**config.mk**
```make
export PLATFORM = sky130hd
export DESIGN_NAME = mtid_queue
export DESIGN_NICKNAME = d
export VERILOG_FILES = /design/src/design/mtid_pkg.sv /design/src/design/mtid_queue.sv
export SDC_FILE = /design/constraint.sdc
export NUM_CORES = 1
export LEC_CHECK = 0
export BUFFER_PORTS_ARGS = -buffer_cell sky130_fd_sc_hd__buf_2
export CAP_MARGIN = 20
export CORE_AREA = 4 4 119 144
export CTS_BUF_LIST = sky130_fd_sc_hd__clkbuf_16
export CTS_CLUSTER_DIAMETER = 30
export DETAILED_ROUTE_END_ITERATION = 10
export DIE_AREA = 0 0 123 148
export PLACE_DENSITY = 0.75
export SLEW_MARGIN = 40
export SYNTH_ARGS = -nofsm -noshare
export SYNTH_HDL_FRONTEND = slang
export SYNTH_SLANG_ARGS = --single-unit
```
**constraint.sdc**
```tcl
create_clock -name clk_i -period 5.3 [get_ports clk_i]
set_input_delay 0.265 -clock clk_i [delete_from_list [all_inputs] [get_ports clk_i]]
set_output_delay 0.265 -clock clk_i [all_outputs]
set_load 0.01 [all_outputs]
```
**src/design/mtid_pkg.sv**
```systemverilog
`timescale 1ns / 1ps
// ----------------------------------------------------------------------------
// mtid_pkg
// Shared types, constants and the tempering function of the interval draw unit.
// ----------------------------------------------------------------------------
package mtid_pkg;

  localparam int unsigned STATE_WORDS  = 624;
  localparam int unsigned TWIST_OFFSET = 397;
  localparam int unsigned ADDR_W       = $clog2(STATE_WORDS);

  localparam logic [31:0] INIT_MULT    = 32'd1812433253;
  localparam logic [31:0] TWIST_MATRIX = 32'h9908B0DF;
  localparam logic [31:0] TEMPER_B     = 32'h9D2C5680;
  localparam logic [31:0] TEMPER_C     = 32'hEFC60000;
  localparam logic [31:0] LOW_BITS     = 32'h7FFFFFFF;
  localparam logic [31:0] TOP_BIT      = 32'h80000000;
  localparam logic [31:0] SEED_RESET   = 32'd5489;

  // request kinds on the input channel
  localparam logic [1:0] KIND_RESEED  = 2'd0;
  localparam logic [1:0] KIND_RAW     = 2'd1;
  localparam logic [1:0] KIND_BOUNDED = 2'd2;

  typedef enum logic [1:0] {
    OP_RESEED,
    OP_RAW,
    OP_BOUNDED,
    OP_CONST
  } op_e;

  typedef struct packed {
    op_e         op;
    logic [31:0] lo;    // lower bound, or constant result for OP_CONST
    logic [31:0] maxv;
    logic [31:0] mask;
  } entry_t;

  typedef enum logic [3:0] {
    B_SEED0,
    B_SEED_MUL,
    B_SEED_WR,
    B_SEED_DONE,
    B_IDLE,
    B_TW_START,
    B_TW_CUR,
    B_TW_RD,
    B_TW_WR,
    B_DRAW_RD,
    B_DRAW_USE
  } back_state_e;

  function automatic logic [31:0] temper(input logic [31:0] w);
    logic [31:0] y;
    y = w ^ (w >> 11);
    y = y ^ ((y << 7) & TEMPER_B);
    y = y ^ ((y << 15) & TEMPER_C);
    y = y ^ (y >> 18);
    return y;
  endfunction

endpackage

```
**src/design/mtid_queue.sv**
```systemverilog
`timescale 1ns / 1ps
// ----------------------------------------------------------------------------
// mtid_queue
// Two-entry request queue between classifier and draw engine.
// ----------------------------------------------------------------------------
module mtid_queue (
  input  logic              clk_i,
  input  logic              rst_ni,
  input  logic              push_i,
  input  mtid_pkg::entry_t  entry_i,
  output logic              full_o,
  output logic              valid_o,
  output mtid_pkg::entry_t  entry_o,
  input  logic              pop_i
);

  mtid_pkg::entry_t slot_q [2];
  logic             wr_ptr_q, wr_ptr_d;
  logic             rd_ptr_q, rd_ptr_d;
  logic [1:0]       count_q, count_d;
  logic             do_push, do_pop;

  assign full_o  = (count_q == 2'd2);
  assign valid_o = (count_q != 2'd0);
  assign entry_o = slot_q[rd_ptr_q];
  assign do_push = push_i && !full_o;
  assign do_pop  = pop_i && valid_o;

  always_comb begin
    wr_ptr_d = do_push ? !wr_ptr_q : wr_ptr_q;
    rd_ptr_d = do_pop ? !rd_ptr_q : rd_ptr_q;
    count_d  = count_q + 2'(do_push) - 2'(do_pop);
  end

  always_ff @(posedge clk_i or negedge rst_ni) begin
    if (!rst_ni) begin
      wr_ptr_q <= 1'b0;
      rd_ptr_q <= 1'b0;
      count_q  <= 2'd0;
    end else begin
      wr_ptr_q <= wr_ptr_d;
      rd_ptr_q <= rd_ptr_d;
      count_q  <= count_d;
    end
  end

  always_ff @(posedge clk_i) begin
    if (do_push) begin
      slot_q[wr_ptr_q] <= entry_i;
    end
  end

endmodule

```
## After elaboration in Yosys (flattened, before gate mapping)

Memories as Yosys holds them, arrays and structs flattened.
Index checks and enable logic that the tools add are counted.

- Register bits: 4
- Bits in writable memories: 196
- Input port bits: 102
- Output and inout port bits: 100
- Word-level logic and storage cells: 15
- Memories: 1

- Add/subtract/negate cells: 2
- Eq/ne operators: 1
- Multiplexer cells: 2
- Reduce and logical (&&, ||, !) cells: 6

Memory list:

| memory | depth | bits a word | rd ports | clocked after memory_dff | wr ports | line | RTL |
|---|---|---|---|---|---|---|---|
| slot_q | 2 | 98 | 1 | 0 | 1 | mtid_queue.sv:17 | `mtid_pkg::entry_t slot_q [2];` |

Operators by type and width:

| cell | count |
|---|---|
| 1-bit zero test | 3 |
| 2-bit by 1-bit adder with 2-bit output | 1 |
| 2-bit equality test, second input constant | 1 |
| 1-bit logical AND | 2 |
| 1-bit 2-to-1 mux | 2 |
| 2-bit nonzero test | 1 |
| 2-bit by 1-bit subtractor with 2-bit output | 1 |

## Logic depth before layout (Yosys ltp)

- Word-level depth: 5
- Mapped depth: 7
- Gate-level depth less buffers: 7

## Least setup slack after synthesis

Ideal clock, no wire load.

- Path type: reg2reg
- From: register count_q[1]
- To: memory slot_q[0][0] in the netlist's numbering (enable)
- Library setup time: 555 ps
- Arrival time: 4668 ps
- Required time: 4745 ps
- Setup slack: 76 ps
- Cell stages (with the launch flop): 4
- Buffers on the path: 0
- Clock period less this slack: 5224 ps
- Cells stage by stage: dfrtp_1 nand2b_1 nand2_1 nor2_1

- Word-level cells in the longest chain between the ends: 5

Ends and longest elaborated chain:

| what | line | RTL |
|---|---|---|
| from (decl) | mtid_queue.sv:20 | `logic [1:0] count_q, count_d;` |
| from (signal assigned) | mtid_queue.sv:43 | `count_q <= count_d;` |
| 2-bit equality test | mtid_queue.sv:23 | `assign full_o = (count_q == 2'd2);` |
| 1-bit zero test | mtid_queue.sv:26 | `assign do_push = push_i && !full_o;` |
| 1-bit logical AND | mtid_queue.sv:26 |  |
| 1-bit 2-to-1 mux | mtid_queue.sv:48 | `if (do_push) begin` |
| 1-bit 2-to-1 mux (implied by the code) | mtid_queue.sv:49 | `slot_q[wr_ptr_q] <= entry_i;` |
| to (decl) | mtid_queue.sv:17 |  |

No other way between the ends.

==> results.cfg <==
[run_status]
run_status = finished, final reports clean

[logic_synthesis]
yosys.cell_count.top_type = edfxtp_1
async_flop_share = 0.0200
ys_types = 16
ys_seq_elements = 200
synth_largest_area_cell = edfxtp_1
yosys-top-cells-area = edfxtp_1, mux2_2, mux2_4
syn_inst = 323
muxShareOfSynthArea = 0.156
synth_area_um2 = 7300
synthTopCellsByCount = edfxtp_1, mux2_2, mux2_4, buf_2, dfrtp_1
ys_seq_area_frac = 0.820
syn_avg_cell_area_um2 = 22.6
synth_xor_area_frac = 0.00480
synth-compound-area-share = 0
yosysWarnings = 0
syn-num-nets = 427
synth-simple-area-share = 0.00446
synth_ff_type = edfxtp_1
synth_top_area_frac = 0.806
synth_fa_ha_area_frac = 0.00343
synth_edf_count = 196
synth_top_family_by_area = multiplexers

[routing]
wl_per_cell_um = 17.6
drtPass1Iterations = 4
drtIter0Drc = 184
via_per_inst = 4.83
dr_total_vias = 3662
ant_nets = 0
routed_wirelength_um = 13400
drc = 0

[placed_design]
placedCellCount = 725
place_area_um2 = 8570
io_buffers = 201
gp_congestion = 0.733
hpwlAfterDp_um = 9070

[worst_setup_path]
path_class = reg -> out
r2r_start = count_q[1]$_DFF_PN0_
critPathMaxFanout = 59
cp_data_required_time_ps = 5040
cp-start-kind = flip-flop
worstReg2RegEnd = slot_q[1][80]$_DFFE_PP_
timing.reg2reg.worst_path_depth = 3
crit_path_end_kind = primary output
crit_arrival_ps = 2580
r2r_setup_slack_ps = 3040

[cells_and_area]
nets = 641
multi_input_area_um2 = 1250
filler_cell_count = 1163
area_growth_pct = 25.9
fin_cells = 758
layout-drive-gt1-share = 0.607
num_antenna_cells = 0
seq_area_um2 = 5990
finalInstanceArea_um2 = 9190

[sta]
fmaxAchievable_mhz = 352
hold_viol = 0
tightest_slew_ps = 790
finalHoldWorstSlack_ps = 34.6
min_period_ps = 2840
rsz0062_at_grt = false
post-route-period-util = 0.536
tns_ps = 0
relSlewSlack = 0.473
setup_viol = 0
slew_violations = 0
final.setup_skew_ps = 9.13

[clock_network]
cts_tree = yes
cts_root_buf = clkbuf_16
clock_sinks = 200
clk_latency_ps = 410
cts_buffers = 17
h-tree-depth = 4
cts.clk_slew.worst_paths_ps = 70
clock_path_buffers = 2

[power]
powerDensity_nw_per_um2 = 549
max-vdd-ir-drop_mv = 0.292
leakagePower_nw = 3.48

[floorplan]
initial_core_util = 0.469
die-width_um = 123
die_area_um2 = 18200
boundaryPins = 202
die_h_um = 148
row_count = 50
core-area_um2 = 15600

[job]
cap_violations = 0

[hold_path]
hold_depth = 1
hold_start = entry_i[18]
min_to = slot_q[0][18]$_DFFE_PP_
hp-class = in -> reg

[grt]
grt_pass1_vias = 4118
antenna_found_initial = 3
grt.total_usage = 0.150
grt_max_degree = 68
globalRouteOverflowTotal = 0
grt_pass1_wl_um = 20600
==> cells in the final DEF (no fill, tap or decap), drive strengths merged <==
cell type    netlist  final
nand2b             1      1
and3               1      1
inv                2      7
edfxtp           196    196
dfrtp              4      4
clkinv             0      6
buf               11    205
dlygate4sd3        0      1
clkbuf             0     17
nor2               1      1
xor2               1      1
or2                1      1
ha                 2      2
bufinv             0      4
mux2              98     98
nand2              1      1
xnor2              3      3
and2               1      1
==> stage by stage <==
stage | power (mW) | util | setup WS (ps)
finish | 5.05 | 0.590 | 2460
global route | 5.32 | 0.590 | 2290
CTS | 5.13 | 0.590 | 2350
detailed placement | 3.81 | 0.550 | 2810
global placement | 3.76 | 0.549 | 2840
floorplan | 3.28 | - | 76.3
==> critical path: stages, from the launching register on <==
cell,delay (ps)
dfrtp_4,810
buf_4,740
mux2_2,430
buf_2,140
==> cells by family after synthesis <==
family	count (synthesis)
XOR/XNOR	4
adder cells (fa/ha/maj)	2
buffers and inverters	13
flip-flops	200
multiplexers	98
AND/OR/NAND/NOR	6
==> layout make-up <==
cell class / count / area share
Multi-Input combinational cell: 110 / 0.136
Clock buffer: 17 / 0.0463
Inverter: 2 / 0.000817
Sequential cell: 200 / 0.652
Clock inverter: 15 / 0.0200
Tap cell: 208 / 0.0283
Timing Repair Buffer: 206 / 0.117
==> repair_timing <==
item                       in CTS  in global routing
resized for setup               0                  0
hold endpoints to repair        4                  0
hold buffers                    1                  0
setup buffers                   0                  0
setup endpoints to repair       0                  0
==> flip-flops by register name, summed over array words and instances, names as in the netlist <==
register	cells
count_q	2
wr_ptr_q	1
slot_q	196
rd_ptr_q	1
==> layer usage <==
layer | GRT usage | routed length (µm)
met2 | 0.266 | 6970
met4 | 0.0543 | 349
met5 | 0 | 28
met3 | 0.0643 | 1160
met1 | 0.156 | 4870
==> where the power goes <==
group	leakage (nW)	switching, mW	internal (mW)
logic	1.31	0.739	0.686
clock network	0.310	0.527	0.785
registers	1.87	0.146	2.16
==> how the worst max path moves through the flow <==
stage,startpoint,to,slack (ps),depth (start not counted)
after floorplan,count_q[1]$_DFF_PN0_,slot_q[0][0]$_DFFE_PP_,80,3
after global placement,rd_ptr_q$_DFFE_PN0P_,entry_o[2],2840,3
after detailed placement,rd_ptr_q$_DFFE_PN0P_,entry_o[2],2810,3
after CTS,rd_ptr_q$_DFFE_PN0P_,entry_o[2],2350,3
after global routing,rd_ptr_q$_DFFE_PN0P_,entry_o[90],2290,3
final,rd_ptr_q$_DFFE_PN0P_,entry_o[90],2460,3
(Power assumes the default switching activity.)
