==> src/design/mtid_pkg.sv <==
`timescale 1ns / 1ps
// ----------------------------------------------------------------------------
// mtid_pkg
// Shared types, constants and the tempering function of the interval draw unit.
// ----------------------------------------------------------------------------
package mtid_pkg;

  localparam int unsigned STATE_WORDS  = 624;
  localparam int unsigned TWIST_OFFSET = 397;
  localparam int unsigned ADDR_W       = $clog2(STATE_WORDS);

  localparam logic [31:0] INIT_MULT    = 32'd1812433253;
  localparam logic [31:0] TWIST_MATRIX = 32'h9908B0DF;
  localparam logic [31:0] TEMPER_B     = 32'h9D2C5680;
  localparam logic [31:0] TEMPER_C     = 32'hEFC60000;
  localparam logic [31:0] LOW_BITS     = 32'h7FFFFFFF;
  localparam logic [31:0] TOP_BIT      = 32'h80000000;
  localparam logic [31:0] SEED_RESET   = 32'd5489;

  // request kinds on the input channel
  localparam logic [1:0] KIND_RESEED  = 2'd0;
  localparam logic [1:0] KIND_RAW     = 2'd1;
  localparam logic [1:0] KIND_BOUNDED = 2'd2;

  typedef enum logic [1:0] {
    OP_RESEED,
    OP_RAW,
    OP_BOUNDED,
    OP_CONST
  } op_e;

  typedef struct packed {
    op_e         op;
    logic [31:0] lo;    // lower bound, or constant result for OP_CONST
    logic [31:0] maxv;
    logic [31:0] mask;
  } entry_t;

  typedef enum logic [3:0] {
    B_SEED0,
    B_SEED_MUL,
    B_SEED_WR,
    B_SEED_DONE,
    B_IDLE,
    B_TW_START,
    B_TW_CUR,
    B_TW_RD,
    B_TW_WR,
    B_DRAW_RD,
    B_DRAW_USE
  } back_state_e;

  function automatic logic [31:0] temper(input logic [31:0] w);
    logic [31:0] y;
    y = w ^ (w >> 11);
    y = y ^ ((y << 7) & TEMPER_B);
    y = y ^ ((y << 15) & TEMPER_C);
    y = y ^ (y >> 18);
    return y;
  endfunction

endpackage

==> src/design/mtid_front.sv <==
`timescale 1ns / 1ps
// ----------------------------------------------------------------------------
// mtid_front
// Request classifier: sorts each request and prepares the bounded draw limits.
// ----------------------------------------------------------------------------
module mtid_front (
  input  logic [1:0]           kind_i,
  input  logic signed [31:0]   low_i,
  input  logic signed [31:0]   high_i,
  output mtid_pkg::entry_t     entry_o
);

  logic signed [32:0] diff;
  logic [31:0]        maxv;
  logic [31:0]        mask;

  always_comb begin
    diff = {high_i[31], high_i} - {low_i[31], low_i};
    maxv = 32'(diff - 33'sd1);
    mask = maxv;
    mask = mask | (mask >> 1);
    mask = mask | (mask >> 2);
    mask = mask | (mask >> 4);
    mask = mask | (mask >> 8);
    mask = mask | (mask >> 16);

    entry_o.lo   = low_i;
    entry_o.maxv = maxv;
    entry_o.mask = mask;
    unique case (kind_i)
      mtid_pkg::KIND_RESEED: entry_o.op = mtid_pkg::OP_RESEED;
      mtid_pkg::KIND_RAW:    entry_o.op = mtid_pkg::OP_RAW;
      mtid_pkg::KIND_BOUNDED: begin
        // empty or single-value range: answer low without drawing
        entry_o.op = (diff <= 33'sd1) ? mtid_pkg::OP_CONST : mtid_pkg::OP_BOUNDED;
      end
      default: begin
        entry_o.op = mtid_pkg::OP_CONST;
        entry_o.lo = '0;
      end
    endcase
  end

endmodule

==> config.mk <==
export PLATFORM = sky130hd
export DESIGN_NAME = mtid_front
export DESIGN_NICKNAME = d
export VERILOG_FILES = /design/src/design/mtid_pkg.sv /design/src/design/mtid_front.sv
export SDC_FILE = /design/constraint.sdc
export NUM_CORES = 1
export LEC_CHECK = 0
export BUFFER_PORTS_ARGS = -buffer_cell sky130_fd_sc_hd__clkbuf_2
export CAP_MARGIN = 20
export CORE_MARGIN = 1
export CORE_UTILIZATION = 32
export DETAILED_ROUTE_END_ITERATION = 10
export SLEW_MARGIN = 20
export SYNTH_ARGS = -nofsm -noshare
export SYNTH_HDL_FRONTEND = slang
export SYNTH_SLANG_ARGS = --single-unit
==> constraint.sdc <==
create_clock -name vclk -period 26
set_clock_uncertainty 0.15 [all_clocks]
set_input_delay 6.5 -clock vclk [all_inputs]
set_output_delay 6.5 -clock vclk [all_outputs]
set_load 0.01 [all_outputs]
Word-level counts from Yosys, hierarchy flattened:

Cells that the tools add are included.

* logic and storage cells: 15
* input port bits: 66
* register bits: 0

* $add $sub $neg: 2
* $lt $le $gt $ge: 1
* bitwise operators: 5
* reduce and logical (&&, ||, !) cells: 2
* muxes and demuxes: 3
* equality and inequality tests: 2

Operator list (count)
* $le A33 B2 Y1 const B: 1
* $sub A32 B32 Y33: 1
* $mux W32: 1
* $or A32 B16 Y32: 1
* $or A32 B24 Y32: 1
* $or A32 B28 Y32: 1
* $or A32 B30 Y32: 1
* $or A32 B31 Y32: 1
* $sub A32 B2 Y32 const B: 1
* $pmux W2 S3: 1
* $reduce_or A3 Y1: 1
* $eq A2 B1 Y1 const B: 1
* $eq A2 B2 Y1 const B: 1
* $logic_not A2 Y1: 1
* $mux W1: 1

Logic depth before layout (Yosys ltp):

* word-level depth: 7
* mapped depth: 17
* gate-level depth less buffers: 15

Worst setup path before layout:

Ideal clock, no wire load.

* kind: input -> output
* start: in high_i[0]
* end: out entry_o[12] (netlist name)
* path buffers: 1
* path slack: 8.713 ns
* cell stages on the path: 16
* arrival: 10.637 ns
* data required time: 19.350 ns
* cells stage by stage: inv_1 > ha_1 > inv_1 > fa_1 > a21o_1 > a221o_1 > a22o_1 > or3_1 > a221oi_1 > nand4bb_1 > or3_4 > or4_4 > o22a_1 > a211oi_4 > buf_4 > nand4_1

RTL lines
* start, declared: line mtid_front.sv:9 `input logic signed [31:0] high_i,`
* end, declared: line mtid_front.sv:10 `output mtid_pkg::entry_t entry_o`

==> reports/results.md <==
| Parameter | Reported |
| --- | --- |
| Result of the run | completed |
| Clk network pwr share | 0 |
| Post-synthesis cell area | 3930 um2 |
| Launching element type of the critical path | input pin |
| Number of nets produced by synthesis | 742 |
| Sequential standard cell area | 0 um2 |
| P_leak | 2.18 nW |
| Worst slack at placement | 7580 ps |
| Part of the power in combinational logic | 1.000 |
| Final standard cell count with taps included and fillers excluded | 917 |
| Vias in the first global route | 4,316 |
| Hold WC Path Type | input pin to primary output |
| Number of antenna violations at the first check in global routing | 0 |
| Total setup violations reported at the end of the flow | 0 |
| Area fraction in compound gates after synthesis | 0.339 |
| Type of the worst setup path | input pin to primary output |
| Clock buf count | 0 |
| Area Growth Syn to Fin | 21.9% |
| Number of top-level pins | 164 |
| Final routed DRC violation total | 0 |
| Number of maximum-capacitance violations | 0 |
| Total global routing overflow | 0 |
| Routability congestion estimate | 0.935 |
| Final worst-path setup slack | 7530 ps |
| Multi-input combinational cell area | 3570 um2 |
| Final Hold Violating Endpoints | 0 |
| Post-CTS Setup Repair Bufs | 0 |
| Most used cells in the layout excluding fill and tap cells | 164 x sky130_fd_sc_hd__clkbuf_2, 79 x sky130_fd_sc_hd__a21oi_1, 60 x sky130_fd_sc_hd__nand2_1, 55 x sky130_fd_sc_hd__inv_1, 47 x sky130_fd_sc_hd__nor2_1 |
| Worst EP required | 19,350 ps |
| Post_cts resized | 0 |
| Multiplexer share of the synthesized area | 0.00509 |
| WHS Path Cells | 4 |
| Die Height | 113 um |
| Number of buffers inserted by hold repair at cts | 0 |
| Layout cells sized above 1 | 0.231 |
| Avg WL per Cell | 13.9 um |
| First-pass GRT wire length | 20,800 um |
| Layout filler cell count | 1,339 |
| Average size of a mapped cell | 6.14 um2 |
| Max-slew violations | 0 |
| Power density over the cells | 30.0 nW/um2 |
| Critical Path AT | 11,820 ps |
| Max-Slew Margin vs Limit | 0.320 |
| Port Buffers | 164 |
| Total number of placement rows | 40 |
| Crit path launch | high_i[0] |
| Area share of and/or/nand/nor cells after synthesis | 0.338 |
| Iteration-0 DRC count of the detailed router | 313 |
| Switching Fraction | 0.630 |
| Share of power burned in registers | 0 |
| Die Outline Area | 12,700 um2 |
| Number of routed nets with antenna violations | 0 |
| Number of sequential storage elements | 0 |
| Endpoint class of the critical path | primary output |
| Largest family of logic cells by synthesized area | compound AO/OA/AOI/OAI gates |
| Setup repair after global routing missed its margin | false |
| Gate Count Post-Synth | 640 |
| Maximum clock frequency | 0.0542 GHz |
| Die span in x | 113 um |
| Actual slew at the worst max-slew pin | 995 ps |
| Placed cells | 917 |
| Final #Nets | 874 |
| Post-synth cell types | 66 |
| Initial cell density of the core | 0.327 |
| Launch point of the worst hold path | low_i[26] |
| Clock period minus worst slack | 18,470 ps |
| Detailed placer's ending HPWL | 10,800 um |
| Post-Route Setup TNS | 0 ps |
| Detail-routed via count per cell | 5.55 |
| Internal power consumption | 0.0532 mW |
| Adder and majority cell fraction of the synthesized area | 0.116 |
| Share of the synthesized netlist area taken by xor and xnor gates | 0.109 |
| DRT Wirelength | 12,800 um |
| Detailed-route via count | 5,086 |
| Final clock period utilization by the worst path | 0.710 |
| Largest net degree at the start of global routing | 35 |
| Floorplan core area | 12,000 um2 |
| Sequential cell area fraction in the yosys report | 0 |
| Most common library cell in the layout ignoring fill and taps | sky130_fd_sc_hd__clkbuf_2 |
| Worst Path Max Fanout | 26 |
| First-pass iteration count of the detailed router | 5 |
| Net switching power figure | 0.0906 mW |
| Number of warnings reported in the yosys synthesis log | 0 |
| Global-route total usage across every layer | 0.191 |
| Hold path endpoint | entry_o[90] |
| Largest vdd supply drop | 0.0104 mV |
| ANT cells | 0 |
metal layers:
layer / up-vias / share of wire / global-route usage
met3: 4 / 0.048 / 0.00428
li1: 2614 / - / -
met2: 191 / 0.42 / 0.311
met1: 2277 / 0.52 / 0.293
met5: - / 0 / 0
met4: 0 / 0.0049 / 0.00877
logic make-up after synthesis:
family	count (synthesis)
buffers and inverters	91
AO/OA/AOI/OAI	205
AND/OR/NAND/NOR	257
adder cells (fa/ha/maj)	36
XOR/XNOR	49
multiplexers	2
Yosys cell counts, types with 2 or more instances:
library cell                 n  area (um2)
sky130_fd_sc_hd__inv_1      55         206
sky130_fd_sc_hd__nor3_1     24         120
sky130_fd_sc_hd__clkbuf_1   24        90.1
sky130_fd_sc_hd__o211a_1     3        30.0
sky130_fd_sc_hd__a311oi_1    2        17.5
sky130_fd_sc_hd__xor2_1     15         131
sky130_fd_sc_hd__xnor2_1    34         298
sky130_fd_sc_hd__a21o_1     13        97.6
sky130_fd_sc_hd__nand4_1    19         119
sky130_fd_sc_hd__o21a_1      4        30.0
sky130_fd_sc_hd__a211oi_1    9        67.6
sky130_fd_sc_hd__nor2b_1     5        31.3
sky130_fd_sc_hd__nand2_1    60         225
sky130_fd_sc_hd__or3_4       2        22.5
sky130_fd_sc_hd__o2111ai_1   4        35.0
sky130_fd_sc_hd__a21oi_1    79         395
sky130_fd_sc_hd__and3_1      6        37.5
sky130_fd_sc_hd__a221oi_1    7        61.3
sky130_fd_sc_hd__nand4b_1    2        17.5
sky130_fd_sc_hd__nor4_1     13        81.3
sky130_fd_sc_hd__buf_2       8        40.0
sky130_fd_sc_hd__a21boi_0    2        15.0
sky130_fd_sc_hd__and2_1     13        81.3
sky130_fd_sc_hd__or4_1       5        37.5
sky130_fd_sc_hd__buf_4       3        22.5
sky130_fd_sc_hd__nand3_1    33         165
sky130_fd_sc_hd__or2_2       3        18.8
sky130_fd_sc_hd__and4_1      3        26.3
sky130_fd_sc_hd__a2111oi_0   3        26.3
sky130_fd_sc_hd__mux2i_1     2        20.0
sky130_fd_sc_hd__or3_1       8        50.1
sky130_fd_sc_hd__o21ai_1     8        40.0
sky130_fd_sc_hd__o211ai_1   14         105
sky130_fd_sc_hd__nor2_1     47         176
sky130_fd_sc_hd__nand2b_1    4        25.0
sky130_fd_sc_hd__o21ai_0    31         155
sky130_fd_sc_hd__ha_1       35         438
sky130_fd_sc_hd__o31ai_1     2        15.0
sky130_fd_sc_hd__nand3b_1    3        22.5
sky130_fd_sc_hd__a31oi_1     7        43.8
worst max-delay path: stages:
cell and delay [ps]:
sky130_fd_sc_hd__clkbuf_2 80, sky130_fd_sc_hd__inv_1 40, sky130_fd_sc_hd__ha_1 170, sky130_fd_sc_hd__inv_1 60, sky130_fd_sc_hd__fa_1 450, sky130_fd_sc_hd__a211oi_1 300, sky130_fd_sc_hd__o211ai_1 230, sky130_fd_sc_hd__a21oi_1 320
sky130_fd_sc_hd__xnor2_1 280, sky130_fd_sc_hd__a221oi_1 410, sky130_fd_sc_hd__nand4bb_1 450, sky130_fd_sc_hd__or3_4 550, sky130_fd_sc_hd__or4_4 530, sky130_fd_sc_hd__o22a_1 270, sky130_fd_sc_hd__a211oi_4 790, sky130_fd_sc_hd__nand4_1 180
sky130_fd_sc_hd__clkbuf_2 190
final cells by class:
class	count	area share
timing repair buffer	165	0.173
inverter	56	0.0439
tap	147	0.0384
multi-input combinational	549	0.745
worst max-delay path by stage:
stage                   to  slack (ps)  cells past startpoint
2_1_floorplan  entry_o[12]        8710                     16
3_3_place_gp    entry_o[0]        7740                     17
3_5_place_dp    entry_o[3]        7580                     17
4_1_cts         entry_o[3]        7570                     17
5_1_grt         entry_o[3]        6980                     15
6_report        entry_o[3]        7530                     17
power groups by stage:
| stage | Combinational (mW) | Sequential [mW] | Clock [mW] |
|---|---|---|---|
| 2_1_floorplan | 0.101 | 0 | 0 |
| 3_3_place_gp | 0.142 | 0 | 0 |
| 3_5_place_dp | 0.142 | 0 | 0 |
| 4_1_cts | 0.143 | 0 | 0 |
| 5_1_grt | 0.159 | 0 | 0 |
| 6_report | 0.144 | 0 | 0 |
through the flow:
stage	hold WS [ps]	util	instance area [um2]	total power [mW]
after detailed placement	13150	0.399	4790	0.142
after CTS	13150	0.399	4790	0.143
after global routing	13170	0.399	4790	0.159
after global placement	13150	0.399	4790	0.142
final	13140	0.399	4790	0.144
after floorplan	12960	-	3930	0.101
Note: power is estimated with default switching activity, not from simulation.
